**src/design/sfram_pkg.sv**
```systemverilog
// Shared types, opcodes and the microcode program for the SPI FRAM master.
// No dependencies; used by sfram_seq, sfram_dp and spi_fram_transaction_master.
package sfram_pkg;

    // Device opcodes and status check
    localparam logic [7:0] OP_WREN     = 8'h06;
    localparam logic [7:0] OP_WRITE    = 8'h02;
    localparam logic [7:0] OP_READ     = 8'h03;
    localparam logic [7:0] OP_RDSR     = 8'h05;
    localparam logic [7:0] OP_SLEEP    = 8'hB9;
    localparam logic [7:0] STATUS_MASK = 8'h71;
    localparam logic [7:0] STATUS_CODE = 8'h40;

    // Request modes
    localparam logic [1:0] MODE_WRITE  = 2'd0;
    localparam logic [1:0] MODE_READ   = 2'd1;
    localparam logic [1:0] MODE_PROBE  = 2'd2;
    localparam logic [1:0] MODE_UNUSED = 2'd3;

    localparam int PC_W = 5;
    typedef logic [PC_W-1:0] pc_t;

    typedef enum logic [3:0] {
        UOP_SEL_LOW,
        UOP_SEL_HIGH,
        UOP_SEND,
        UOP_RECV,
        UOP_XFER,
        UOP_JUMP,
        UOP_FIN_OPEN,
        UOP_FIN_CLOSE,
        UOP_FIN_NONE
    } uop_t;

    typedef enum logic [2:0] {
        SRC_WREN,
        SRC_WRITE,
        SRC_READ,
        SRC_RDSR,
        SRC_SLEEP,
        SRC_ADDR_HI,
        SRC_ADDR_LO
    } byte_src_t;

    typedef enum logic [2:0] {
        COND_ALWAYS,
        COND_OPEN,
        COND_PROBE,
        COND_UNUSED,
        COND_READ,
        COND_NOT_LAST,
        COND_NOT_OK
    } cond_t;

    typedef enum logic [1:0] {
        LAST_NEVER,
        LAST_ALWAYS,
        LAST_IF_MORE,
        LAST_IF_ABSENT
    } last_t;

    typedef struct packed {
        uop_t      op;
        byte_src_t src;
        cond_t     cond;
        last_t     lastc;
        logic      pres;
        pc_t       target;
    } uword_t;

    // Sequencer to datapath
    typedef struct packed {
        logic       fire;
        logic       emit;
        logic       last_bit;
        logic [2:0] bit_idx;
        uword_t     word;
    } step_t;

    // Datapath to sequencer
    typedef struct packed {
        logic is_open;
        logic probe;
        logic unused;
        logic rd;
        logic more;
        logic ok;
    } flags_t;

    typedef struct packed {
        logic       mosi;
        logic       select_n;
        logic       clock_pulse;
        logic [7:0] read_data;
        logic       read_valid;
        logic       present;
        logic       present_valid;
        logic       last_slot;
    } slot_t;

    // Program entry points
    localparam pc_t A_RD   = pc_t'(10);
    localparam pc_t A_ADDR = pc_t'(12);
    localparam pc_t A_DATA = pc_t'(14);
    localparam pc_t A_FINO = pc_t'(18);
    localparam pc_t A_PR   = pc_t'(19);
    localparam pc_t A_FINN = pc_t'(27);

    function automatic uword_t uw(uop_t op, byte_src_t src, cond_t cond, last_t lastc,
                                  logic pres, pc_t target);
        uword_t w;
        w.op     = op;
        w.src    = src;
        w.cond   = cond;
        w.lastc  = lastc;
        w.pres   = pres;
        w.target = target;
        return w;
    endfunction

    function automatic uword_t ucode_rom(pc_t pc);
        uword_t w;
        case (pc)
            // dispatch
            pc_t'(0):  w = uw(UOP_JUMP, SRC_WREN, COND_OPEN, LAST_NEVER, 1'b0, A_DATA);
            pc_t'(1):  w = uw(UOP_JUMP, SRC_WREN, COND_PROBE, LAST_NEVER, 1'b0, A_PR);
            pc_t'(2):  w = uw(UOP_JUMP, SRC_WREN, COND_UNUSED, LAST_NEVER, 1'b0, A_FINN);
            pc_t'(3):  w = uw(UOP_JUMP, SRC_WREN, COND_READ, LAST_NEVER, 1'b0, A_RD);
            // write header: WREN, reselect, WRITE
            pc_t'(4):  w = uw(UOP_SEL_LOW, SRC_WREN, COND_ALWAYS, LAST_NEVER, 1'b0, '0);
            pc_t'(5):  w = uw(UOP_SEND, SRC_WREN, COND_ALWAYS, LAST_NEVER, 1'b0, '0);
            pc_t'(6):  w = uw(UOP_SEL_HIGH, SRC_WREN, COND_ALWAYS, LAST_NEVER, 1'b0, '0);
            pc_t'(7):  w = uw(UOP_SEL_LOW, SRC_WREN, COND_ALWAYS, LAST_NEVER, 1'b0, '0);
            pc_t'(8):  w = uw(UOP_SEND, SRC_WRITE, COND_ALWAYS, LAST_NEVER, 1'b0, '0);
            pc_t'(9):  w = uw(UOP_JUMP, SRC_WREN, COND_ALWAYS, LAST_NEVER, 1'b0, A_ADDR);
            // read header
            pc_t'(10): w = uw(UOP_SEL_LOW, SRC_WREN, COND_ALWAYS, LAST_NEVER, 1'b0, '0);
            pc_t'(11): w = uw(UOP_SEND, SRC_READ, COND_ALWAYS, LAST_NEVER, 1'b0, '0);
            pc_t'(12): w = uw(UOP_SEND, SRC_ADDR_HI, COND_ALWAYS, LAST_NEVER, 1'b0, '0);
            pc_t'(13): w = uw(UOP_SEND, SRC_ADDR_LO, COND_ALWAYS, LAST_NEVER, 1'b0, '0);
            // data byte and close
            pc_t'(14): w = uw(UOP_XFER, SRC_WREN, COND_ALWAYS, LAST_IF_MORE, 1'b0, '0);
            pc_t'(15): w = uw(UOP_JUMP, SRC_WREN, COND_NOT_LAST, LAST_NEVER, 1'b0, A_FINO);
            pc_t'(16): w = uw(UOP_SEL_HIGH, SRC_WREN, COND_ALWAYS, LAST_ALWAYS, 1'b0, '0);
            pc_t'(17): w = uw(UOP_FIN_CLOSE, SRC_WREN, COND_ALWAYS, LAST_NEVER, 1'b0, '0);
            pc_t'(18): w = uw(UOP_FIN_OPEN, SRC_WREN, COND_ALWAYS, LAST_NEVER, 1'b0, '0);
            // probe: RDSR, status, optional SLEEP
            pc_t'(19): w = uw(UOP_SEL_LOW, SRC_WREN, COND_ALWAYS, LAST_NEVER, 1'b0, '0);
            pc_t'(20): w = uw(UOP_SEND, SRC_RDSR, COND_ALWAYS, LAST_NEVER, 1'b0, '0);
            pc_t'(21): w = uw(UOP_RECV, SRC_WREN, COND_ALWAYS, LAST_NEVER, 1'b0, '0);
            pc_t'(22): w = uw(UOP_SEL_HIGH, SRC_WREN, COND_ALWAYS, LAST_IF_ABSENT, 1'b1, '0);
            pc_t'(23): w = uw(UOP_JUMP, SRC_WREN, COND_NOT_OK, LAST_NEVER, 1'b0, A_FINN);
            pc_t'(24): w = uw(UOP_SEL_LOW, SRC_WREN, COND_ALWAYS, LAST_NEVER, 1'b0, '0);
            pc_t'(25): w = uw(UOP_SEND, SRC_SLEEP, COND_ALWAYS, LAST_NEVER, 1'b0, '0);
            pc_t'(26): w = uw(UOP_SEL_HIGH, SRC_WREN, COND_ALWAYS, LAST_ALWAYS, 1'b0, '0);
            default:   w = uw(UOP_FIN_NONE, SRC_WREN, COND_ALWAYS, LAST_NEVER, 1'b0, '0);
        endcase
        return w;
    endfunction

endpackage

```
**src/design/sfram_seq.sv**
```systemverilog
// Microcode sequencer: program counter, bit counter and jump logic.
// Depends on sfram_pkg (program table and control word types).
module sfram_seq (
    input  logic             clk,
    input  logic             rst_n,
    input  logic             start,
    input  sfram_pkg::flags_t flags,
    input  logic             emit_ok,
    output logic             busy,
    output sfram_pkg::step_t step
);
    import sfram_pkg::*;

    pc_t        pc_reg, pc_next;
    logic [2:0] bit_reg, bit_next;
    logic       busy_reg, busy_next;
    uword_t     word;
    logic       multi;
    logic       emits;
    logic       fire;
    logic       taken;

    always_comb
    begin
        word  = ucode_rom(pc_reg);
        multi = word.op inside {UOP_SEND, UOP_RECV, UOP_XFER};
        emits = multi || (word.op inside {UOP_SEL_LOW, UOP_SEL_HIGH});
        fire  = busy_reg && (!emits || emit_ok);
    end

    always_comb
    begin
        case (word.cond)
            COND_ALWAYS:   taken = 1'b1;
            COND_OPEN:     taken = flags.is_open;
            COND_PROBE:    taken = flags.probe;
            COND_UNUSED:   taken = flags.unused;
            COND_READ:     taken = flags.rd;
            COND_NOT_LAST: taken = flags.more;
            COND_NOT_OK:   taken = !flags.ok;
            default:       taken = 1'b0;
        endcase
    end

    always_comb
    begin
        pc_next   = pc_reg;
        bit_next  = bit_reg;
        busy_next = busy_reg;
        if (start)
        begin
            busy_next = 1'b1;
            pc_next   = '0;
            bit_next  = '0;
        end
        else if (fire)
        begin
            case (word.op)
                UOP_SEND, UOP_RECV, UOP_XFER:
                begin
                    if (bit_reg == 3'd7)
                    begin
                        bit_next = '0;
                        pc_next  = pc_reg + pc_t'(1);
                    end
                    else
                    begin
                        bit_next = bit_reg + 3'd1;
                    end
                end
                UOP_JUMP:
                begin
                    pc_next = taken ? word.target : pc_reg + pc_t'(1);
                end
                UOP_FIN_OPEN, UOP_FIN_CLOSE, UOP_FIN_NONE:
                begin
                    busy_next = 1'b0;
                end
                default:
                begin
                    pc_next = pc_reg + pc_t'(1);
                end
            endcase
        end
    end

    always_ff @(posedge clk or negedge rst_n)
    begin
        if (!rst_n)
        begin
            pc_reg   <= '0;
            bit_reg  <= '0;
            busy_reg <= 1'b0;
        end
        else
        begin
            pc_reg   <= pc_next;
            bit_reg  <= bit_next;
            busy_reg <= busy_next;
        end
    end

    always_comb
    begin
        busy          = busy_reg;
        step.fire     = fire;
        step.emit     = emits;
        step.last_bit = (bit_reg == 3'd7);
        step.bit_idx  = bit_reg;
        step.word     = word;
    end

    // a partly sent byte only exists inside a serial step of a running item
    a_bit_in_serial: assert property (@(posedge clk) disable iff (!rst_n)
        (bit_reg != 3'd0) |-> (busy_reg && multi))
        else $error("bit counter running outside a serial step");

    // a new request never lands on a running program
    a_start_idle: assert property (@(posedge clk) disable iff (!rst_n)
        start |-> !busy_reg)
        else $error("request taken while sequencer busy");

    // a serial step never leaves before its eighth bit
    a_serial_eight: assert property (@(posedge clk) disable iff (!rst_n)
        (busy_reg && multi && !start && bit_reg != 3'd7) |=> ($stable(pc_reg)))
        else $error("serial step left early");

endmodule

```
**src/design/sfram_dp.sv**
```systemverilog
// Datapath: request latch, transaction state, bit selection and slot output register.
// Depends on sfram_pkg (types, opcodes, status constants).
module sfram_dp (
    input  logic              clk,
    input  logic              rst_n,
    input  logic              start,
    input  logic [31:0]       s_tdata,
    input  logic [2:0]        s_tuser,
    input  logic              s_tlast,
    input  sfram_pkg::step_t  step,
    input  logic              m_tready,
    output sfram_pkg::flags_t flags,
    output logic              emit_ok,
    output logic              m_tvalid,
    output logic [15:0]       m_tdata,
    output logic [2:0]        m_tuser,
    output logic              m_tlast
);
    import sfram_pkg::*;

    logic [1:0]  mode_reg;
    logic [15:0] addr_reg;
    logic [7:0]  wdata_reg;
    logic [7:0]  miso_reg;
    logic        last_reg;
    logic        in_tx_reg, in_tx_next;
    logic        cur_mode_reg, cur_mode_next;
    slot_t       slot_reg, slot_next, slot_w;
    logic        out_valid_reg, out_valid_next;

    logic        eff_mode;
    logic        ok;
    logic [7:0]  src_byte;
    logic        tx_bit;
    logic        wd_bit;
    logic        final_bit;

    // latch the request
    always_ff @(posedge clk)
    begin
        if (start)
        begin
            mode_reg  <= s_tuser[1:0];
            addr_reg  <= s_tdata[15:0];
            wdata_reg <= s_tdata[23:16];
            miso_reg  <= s_tdata[31:24];
            last_reg  <= s_tlast;
        end
    end

    always_comb
    begin
        eff_mode      = in_tx_reg ? cur_mode_reg : mode_reg[0];
        ok            = (miso_reg & STATUS_MASK) == STATUS_CODE;
        flags.is_open = in_tx_reg;
        flags.probe   = (mode_reg == MODE_PROBE);
        flags.unused  = (mode_reg == MODE_UNUSED);
        flags.rd      = (mode_reg == MODE_READ);
        flags.more    = !last_reg;
        flags.ok      = ok;
    end

    always_comb
    begin
        case (step.word.src)
            SRC_WREN:    src_byte = OP_WREN;
            SRC_WRITE:   src_byte = OP_WRITE;
            SRC_READ:    src_byte = OP_READ;
            SRC_RDSR:    src_byte = OP_RDSR;
            SRC_SLEEP:   src_byte = OP_SLEEP;
            SRC_ADDR_HI: src_byte = addr_reg[15:8];
            SRC_ADDR_LO: src_byte = addr_reg[7:0];
            default:     src_byte = '0;
        endcase
        tx_bit = src_byte[3'd7 - step.bit_idx];
        wd_bit = wdata_reg[3'd7 - step.bit_idx];
    end

    // build the slot for the current step
    always_comb
    begin
        slot_w    = '0;
        final_bit = 1'b1;
        case (step.word.op)
            UOP_SEL_LOW:
            begin
                slot_w.select_n = 1'b0;
            end
            UOP_SEL_HIGH:
            begin
                slot_w.select_n = 1'b1;
                if (step.word.pres)
                begin
                    slot_w.present       = ok;
                    slot_w.present_valid = 1'b1;
                end
            end
            UOP_SEND:
            begin
                slot_w.clock_pulse = 1'b1;
                slot_w.mosi        = tx_bit;
                final_bit          = step.last_bit;
            end
            UOP_RECV:
            begin
                slot_w.clock_pulse = 1'b1;
                final_bit          = step.last_bit;
            end
            UOP_XFER:
            begin
                slot_w.clock_pulse = 1'b1;
                final_bit          = step.last_bit;
                if (!eff_mode)
                begin
                    slot_w.mosi = wd_bit;
                end
                else if (step.last_bit)
                begin
                    slot_w.read_data  = miso_reg;
                    slot_w.read_valid = 1'b1;
                end
            end
            default:
            begin
                slot_w = '0;
            end
        endcase
        case (step.word.lastc)
            LAST_NEVER:     slot_w.last_slot = 1'b0;
            LAST_ALWAYS:    slot_w.last_slot = final_bit;
            LAST_IF_MORE:   slot_w.last_slot = final_bit && !last_reg;
            LAST_IF_ABSENT: slot_w.last_slot = final_bit && !ok;
            default:        slot_w.last_slot = 1'b0;
        endcase
    end

    always_comb
    begin
        emit_ok        = !out_valid_reg || m_tready;
        slot_next      = slot_reg;
        out_valid_next = out_valid_reg;
        if (step.fire && step.emit)
        begin
            slot_next      = slot_w;
            out_valid_next = 1'b1;
        end
        else if (m_tready)
        begin
            out_valid_next = 1'b0;
        end
    end

    always_comb
    begin
        in_tx_next    = in_tx_reg;
        cur_mode_next = cur_mode_reg;
        if (step.fire)
        begin
            case (step.word.op)
                UOP_FIN_OPEN:
                begin
                    in_tx_next    = 1'b1;
                    cur_mode_next = eff_mode;
                end
                UOP_FIN_CLOSE:
                begin
                    in_tx_next = 1'b0;
                end
                default:
                begin
                    in_tx_next = in_tx_reg;
                end
            endcase
        end
    end

    always_ff @(posedge clk)
    begin
        slot_reg <= slot_next;
    end

    always_ff @(posedge clk or negedge rst_n)
    begin
        if (!rst_n)
        begin
            out_valid_reg <= 1'b0;
            in_tx_reg     <= 1'b0;
            cur_mode_reg  <= 1'b0;
        end
        else
        begin
            out_valid_reg <= out_valid_next;
            in_tx_reg     <= in_tx_next;
            cur_mode_reg  <= cur_mode_next;
        end
    end

    assign m_tvalid = out_valid_reg;
    assign m_tdata  = {5'b0, slot_reg.present, slot_reg.read_data,
                       slot_reg.select_n, slot_reg.mosi};
    assign m_tuser  = {slot_reg.present_valid, slot_reg.read_valid, slot_reg.clock_pulse};
    assign m_tlast  = slot_reg.last_slot;

    a_sel_quiet: assert property (@(posedge clk) disable iff (!rst_n)
        (out_valid_reg && !slot_reg.clock_pulse) |-> !slot_reg.mosi)
        else $error("data driven on a select slot");

    a_read_slot: assert property (@(posedge clk) disable iff (!rst_n)
        (out_valid_reg && slot_reg.read_valid) |-> (slot_reg.clock_pulse && !slot_reg.select_n))
        else $error("read byte reported off a clock slot");

    a_probe_slot: assert property (@(posedge clk) disable iff (!rst_n)
        (out_valid_reg && slot_reg.present_valid) |-> (slot_reg.select_n && !in_tx_reg))
        else $error("probe result outside a deselect");

endmodule

```
**src/design/spi_fram_transaction_master.sv**
```systemverilog
// Top level of the SPI mode 0 FRAM transaction master.
// Depends on sfram_pkg, sfram_seq and sfram_dp.
//
// Usage:
//   Slave side (s_*) takes one byte-level request per transfer. The chip sees
//   it as a stream of pin-level slots on the master side (m_*): each slot is
//   either one serial clock pulse with the data-out bit, or a chip-select
//   change. m_tlast marks the final slot caused by a request.
//   A request is taken only while no earlier request is still being worked
//   through; the last slot of one request may still wait in the output
//   register while the next request is taken.
//   With no stall the program runs one step per cycle and one serial bit per
//   step. A probe sends SLEEP only when the chip is present; unused mode while
//   idle ends with no slots.
//   Slots leave through one output register, loaded when their step fires.
//   When the receiver stalls (m_tready low with a slot held) the program
//   holds on the current step; jumps and end steps still advance.
//   Reset: no transaction open, output empty.
module spi_fram_transaction_master (
    input  logic        clk,
    input  logic        rst_n,
    // slave side
    input  logic        s_tvalid,
    output logic        s_tready,
    input  logic [31:0] s_tdata,   // address[15:0], write_data[23:16], miso_byte[31:24]
    input  logic [2:0]  s_tuser,   // mode[1:0], first_byte[2]
    input  logic        s_tlast,   // last_byte
    // master side
    output logic        m_tvalid,
    input  logic        m_tready,
    output logic [15:0] m_tdata,   // mosi[0], select_n[1], read_data[9:2], present[10], zero
    output logic [2:0]  m_tuser,   // clock_pulse[0], read_valid[1], present_valid[2]
    output logic        m_tlast    // last_slot
);
    import sfram_pkg::*;

    logic   busy;
    logic   start;
    logic   emit_ok;
    flags_t flags;
    step_t  step;

    // take a request only when the program has finished the previous one
    assign s_tready = !busy;
    assign start    = s_tvalid && s_tready;

    sfram_seq u_seq (
        .clk     (clk),
        .rst_n   (rst_n),
        .start   (start),
        .flags   (flags),
        .emit_ok (emit_ok),
        .busy    (busy),
        .step    (step)
    );

    sfram_dp u_dp (
        .clk      (clk),
        .rst_n    (rst_n),
        .start    (start),
        .s_tdata  (s_tdata),
        .s_tuser  (s_tuser),
        .s_tlast  (s_tlast),
        .step     (step),
        .m_tready (m_tready),
        .flags    (flags),
        .emit_ok  (emit_ok),
        .m_tvalid (m_tvalid),
        .m_tdata  (m_tdata),
        .m_tuser  (m_tuser),
        .m_tlast  (m_tlast)
    );

endmodule
```
**config.mk**
```make
export PLATFORM = sky130hd
export DESIGN_NAME = spi_fram_transaction_master
export DESIGN_NICKNAME = d
export VERILOG_FILES = /design/src/design/sfram_pkg.sv /design/src/design/sfram_seq.sv /design/src/design/sfram_dp.sv /design/src/design/spi_fram_transaction_master.sv
export SDC_FILE = /design/constraint.sdc
export NUM_CORES = 1
export LEC_CHECK = 0
export BUFFER_PORTS_ARGS = -buffer_cell sky130_fd_sc_hd__buf_2
export CAP_MARGIN = 30
export CELL_PAD_IN_SITES_DETAIL_PLACEMENT = 1
export CELL_PAD_IN_SITES_GLOBAL_PLACEMENT = 1
export CORE_UTILIZATION = 48
export DETAILED_ROUTE_END_ITERATION = 10
export PLACE_DENSITY = 0.92
export SLEW_MARGIN = 10
export SYNTH_ARGS = -nofsm -noshare
export SYNTH_HDL_FRONTEND = slang
export SYNTH_SLANG_ARGS = --single-unit
```
**constraint.sdc**
```tcl
create_clock -name clk -period 7 [get_ports clk]
set_input_delay 0.35 -clock clk [delete_from_list [all_inputs] [get_ports clk]]
set_output_delay 0.35 -clock clk [all_outputs]
set_load 0.1 [all_outputs]
```
==> impl_metrics.py <==
metrics = {
    "run_status": {
        "status": "finished, final reports clean",
    },
    "synthesis": {
        "synth.distinct_cells": 72,
        "yosysMostFrequentCell": "edfxtp_1",
        "async_reset_ff_share_pct": 19.4,
        "avgSynthCellArea_um2": 11.6,
        "ys_seq_area_share_pct": 51.3,
        "synthTopCellsByCount": "edfxtp_1, nand2_1, nor2_1, o21ai_0",
        "synth_area_leader_cell": "edfxtp_1",
        "yosysWarnings": 0,
        "synth_edf_count": 50,
        "synthTopCellsByArea": "edfxtp_1, dfrtp_1, ha_1, mux2i_1, nand2_1",
        "netlist_instances": 304,
        "synth-seq-cells": 62,
        "syn_area_um2": 3510,
        "synthFlopType": "edfxtp_1",
        "yosys.area.top_type_share_pct": 42.7,
    },
    "placed_design": {
        "dpl-instance-area_um2": 3830,
        "numPortBuffers": 55,
        "place_congestion": 0.845,
        "dpl_worst_slack_ns": 3.71,
        "dp_hpwl_um": 6450,
    },
    "route": {
        "via_per_inst": 5.89,
        "drc": 0,
        "drt_first_pass_iters": 4,
        "num_vias": 2708,
        "detail-route-antenna-nets": 0,
        "wl_per_cell_um": 19.9,
        "drt_iter0_markers": 197,
        "routed_wirelength_um": 9160,
    },
    "clock_network": {
        "clk_pin_slew_ns": 0.08,
        "cts.sinks": 62,
        "cts_buffers": 9,
        "cts_root_buf": "clkbuf_8",
        "worstSkewPairLatency_ns": 0.34,
        "clock_path_buffers": 2,
        "cts.htree.levels": 3,
        "cts_tree": "built",
    },
    "global_routing": {
        "grt_pass1_vias": 2844,
        "antenna_found_initial": 0,
        "grt_pass1_wl_um": 14100,
        "grt_usage_pct": 25.1,
        "grt_overflow": 0,
        "grt_max_degree": 41,
    },
    "critical_path": {
        "cp_slowest_cell": "dfrtp_1",
        "slowest_delay_ns": 0.60,
        "endpoint_kind": "flip-flop",
        "critPathRequiredTime_ns": 7.09,
        "crit_fanout": 11,
        "path_class": "reg -> reg",
        "cp.arrival_ns": 3.46,
        "path_cells": "inv_1 -> ha_1 -> nand2b_4 -> a211oi_1 -> a21o_1 -> a31oi_4 -> o21ai_2 -> nor2_1 -> buf_4",
        "critPathLaunchType": "flip-flop",
    },
    "sta": {
        "finalSetupTns_ns": 0,
        "grt_setup_unrepaired": "false",
        "timing.fmax_ghz": 0.297,
        "tightest_slew_ns": 0.918,
        "slew_headroom_pct": 38.8,
        "slew_viol_final": 0,
        "finalWorstSetupSlack_ns": 3.63,
        "fin_skew_ns": 0.00660,
        "hold_viol_final": 0,
        "fin_crit_sh_pct": 48.1,
        "fin_crit_ns": 3.37,
        "setup_viol": 0,
    },
    "floorplan": {
        "pin_count": 62,
        "start_util_pct": 50.6,
        "fp.dieH_um": 87.6,
        "dieArea_um2": 7670,
        "die_w_um": 87.6,
        "core_um2": 6940,
        "rows": 30,
    },
    "finish": {
        "num-fill-cells": 731,
        "layout.nets": 410,
        "layout-drive-gt1-share_pct": 26.6,
        "largest_reg_flops": 16,
        "final_area_um2": 4070,
        "area_growth_pct": 15.7,
        "diodes": 0,
    },
    "min_path": {
        "min_path_type": "in -> reg",
    },
    "run": {
        "drv_cap": 0,
    },
}
## routing by layer
layer,track usage [%],wire length (um),up-vias
li1,-,-,1245
met1,29.0,3540,1341
met2,45.5,4890,104
met3,5.09,527,18
met4,9.99,197,0
met5,0,0,-
## final cells by class
cell class                 instances  area [um2]  share of cell area [%]
clock inverter                     6        86.3                    2.12
clock buffer                      10         128                    3.14
sequential                        62        1800                    44.3
inverter                          12        45.0                    1.11
multi-input combinational        214        1560                    38.4
tap                               96         120                    2.95
timing repair buffer              60         323                    7.94
## metrics by stage
step	utilization (%)	hold WS (ns)	cells
6_report	58.5	0.178	460
2_1_floorplan	-	0.0544	308
3_5_place_dp	55.1	0.267	442
4_1_cts	58.3	0.161	459
5_1_grt	58.5	0.160	460
3_3_place_gp	55.0	0.259	441
## repair_timing
| action | 4_1_cts | 5_1_grt |
|---|---|---|
| hold endpoints to repair | 12 | 0 |
| endpoints found under the setup margin | 0 | 0 |
| hold buffers | 1 | 0 |
| resized for setup | 0 | 0 |
| setup buffers | 0 | 0 |
## kinds of logic (layout without fill, tap and decap cells)
| kind of cell | after synthesis | in the layout | synth area share, % |
|---|---|---|---|
| AOI/OAI and AO/OA | 75 | 75 | 16.8 |
| xor gates and xnor gates | 1 | 1 | 0.249 |
| adders and majority gates | 11 | 11 | 3.92 |
| buffers and inverters | 32 | 88 | 4.70 |
| DFF | 62 | 62 | 51.3 |
| muxes | 20 | 20 | 6.66 |
| other | 1 | 5 | 0.107 |
| and+or+nand+nor | 102 | 102 | 16.2 |
## cell usage in the layout (no fill, tap or decap), types with 6 or more instances in the layout
| cell type | synthesis | final |
|---|---|---|
| and2_1 | 10 | 10 |
| nand2_1 | 24 | 24 |
| nand3_1 | 7 | 7 |
| ha_1 | 11 | 11 |
| inv_1 | 12 | 12 |
| a211oi_1 | 6 | 6 |
| nor3_1 | 9 | 9 |
| a21oi_1 | 7 | 7 |
| nor2_1 | 16 | 16 |
| mux2i_1 | 11 | 11 |
| dfrtp_1 | 12 | 12 |
| edfxtp_1 | 50 | 50 |
| o21ai_0 | 13 | 13 |
| buf_2 | 6 | 55 |
| clkbuf_8 | 0 | 9 |
## final timing paths
path | start | to | slack [ns] | depth (start not counted)
worst max register to register | u_seq.pc_reg[1]$_DFFE_PN0P_ | u_dp.m_tuser[0]$_DFFE_PP_ | 3.63 | 9
worst max-delay path | u_seq.pc_reg[1]$_DFFE_PN0P_ | u_dp.m_tuser[0]$_DFFE_PP_ | 3.63 | 9
min in group asynchronous | rst_n | u_seq.pc_reg[3]$_DFFE_PN0P_ | 0.43 | 2
max in group asynchronous | rst_n | u_dp.in_tx_reg$_DFFE_PN0P_ | 6.31 | 2
worst min-delay path | s_tuser[0] | u_dp.mode_reg[0]$_DFFE_PP_ | 0.18 | 1
worst min register to register | u_dp.miso_reg[2]$_DFFE_PP_ | u_dp.m_tdata[4]$_SDFFCE_PN0P_ | 0.53 | 1
## worst max-delay path: cells and delay by family (launching register included)
family | cells | cell delay (ns)
buffers and inverters | 2 | 0.44
adders and majority gates | 1 | 0.45
and+or+nand+nor | 2 | 0.33
AOI/OAI and AO/OA | 4 | 1.29
DFF | 1 | 0.60
Power is not shown: default switching activity piles up to over one toggle a cycle in this logic, so the estimate is an artifact.
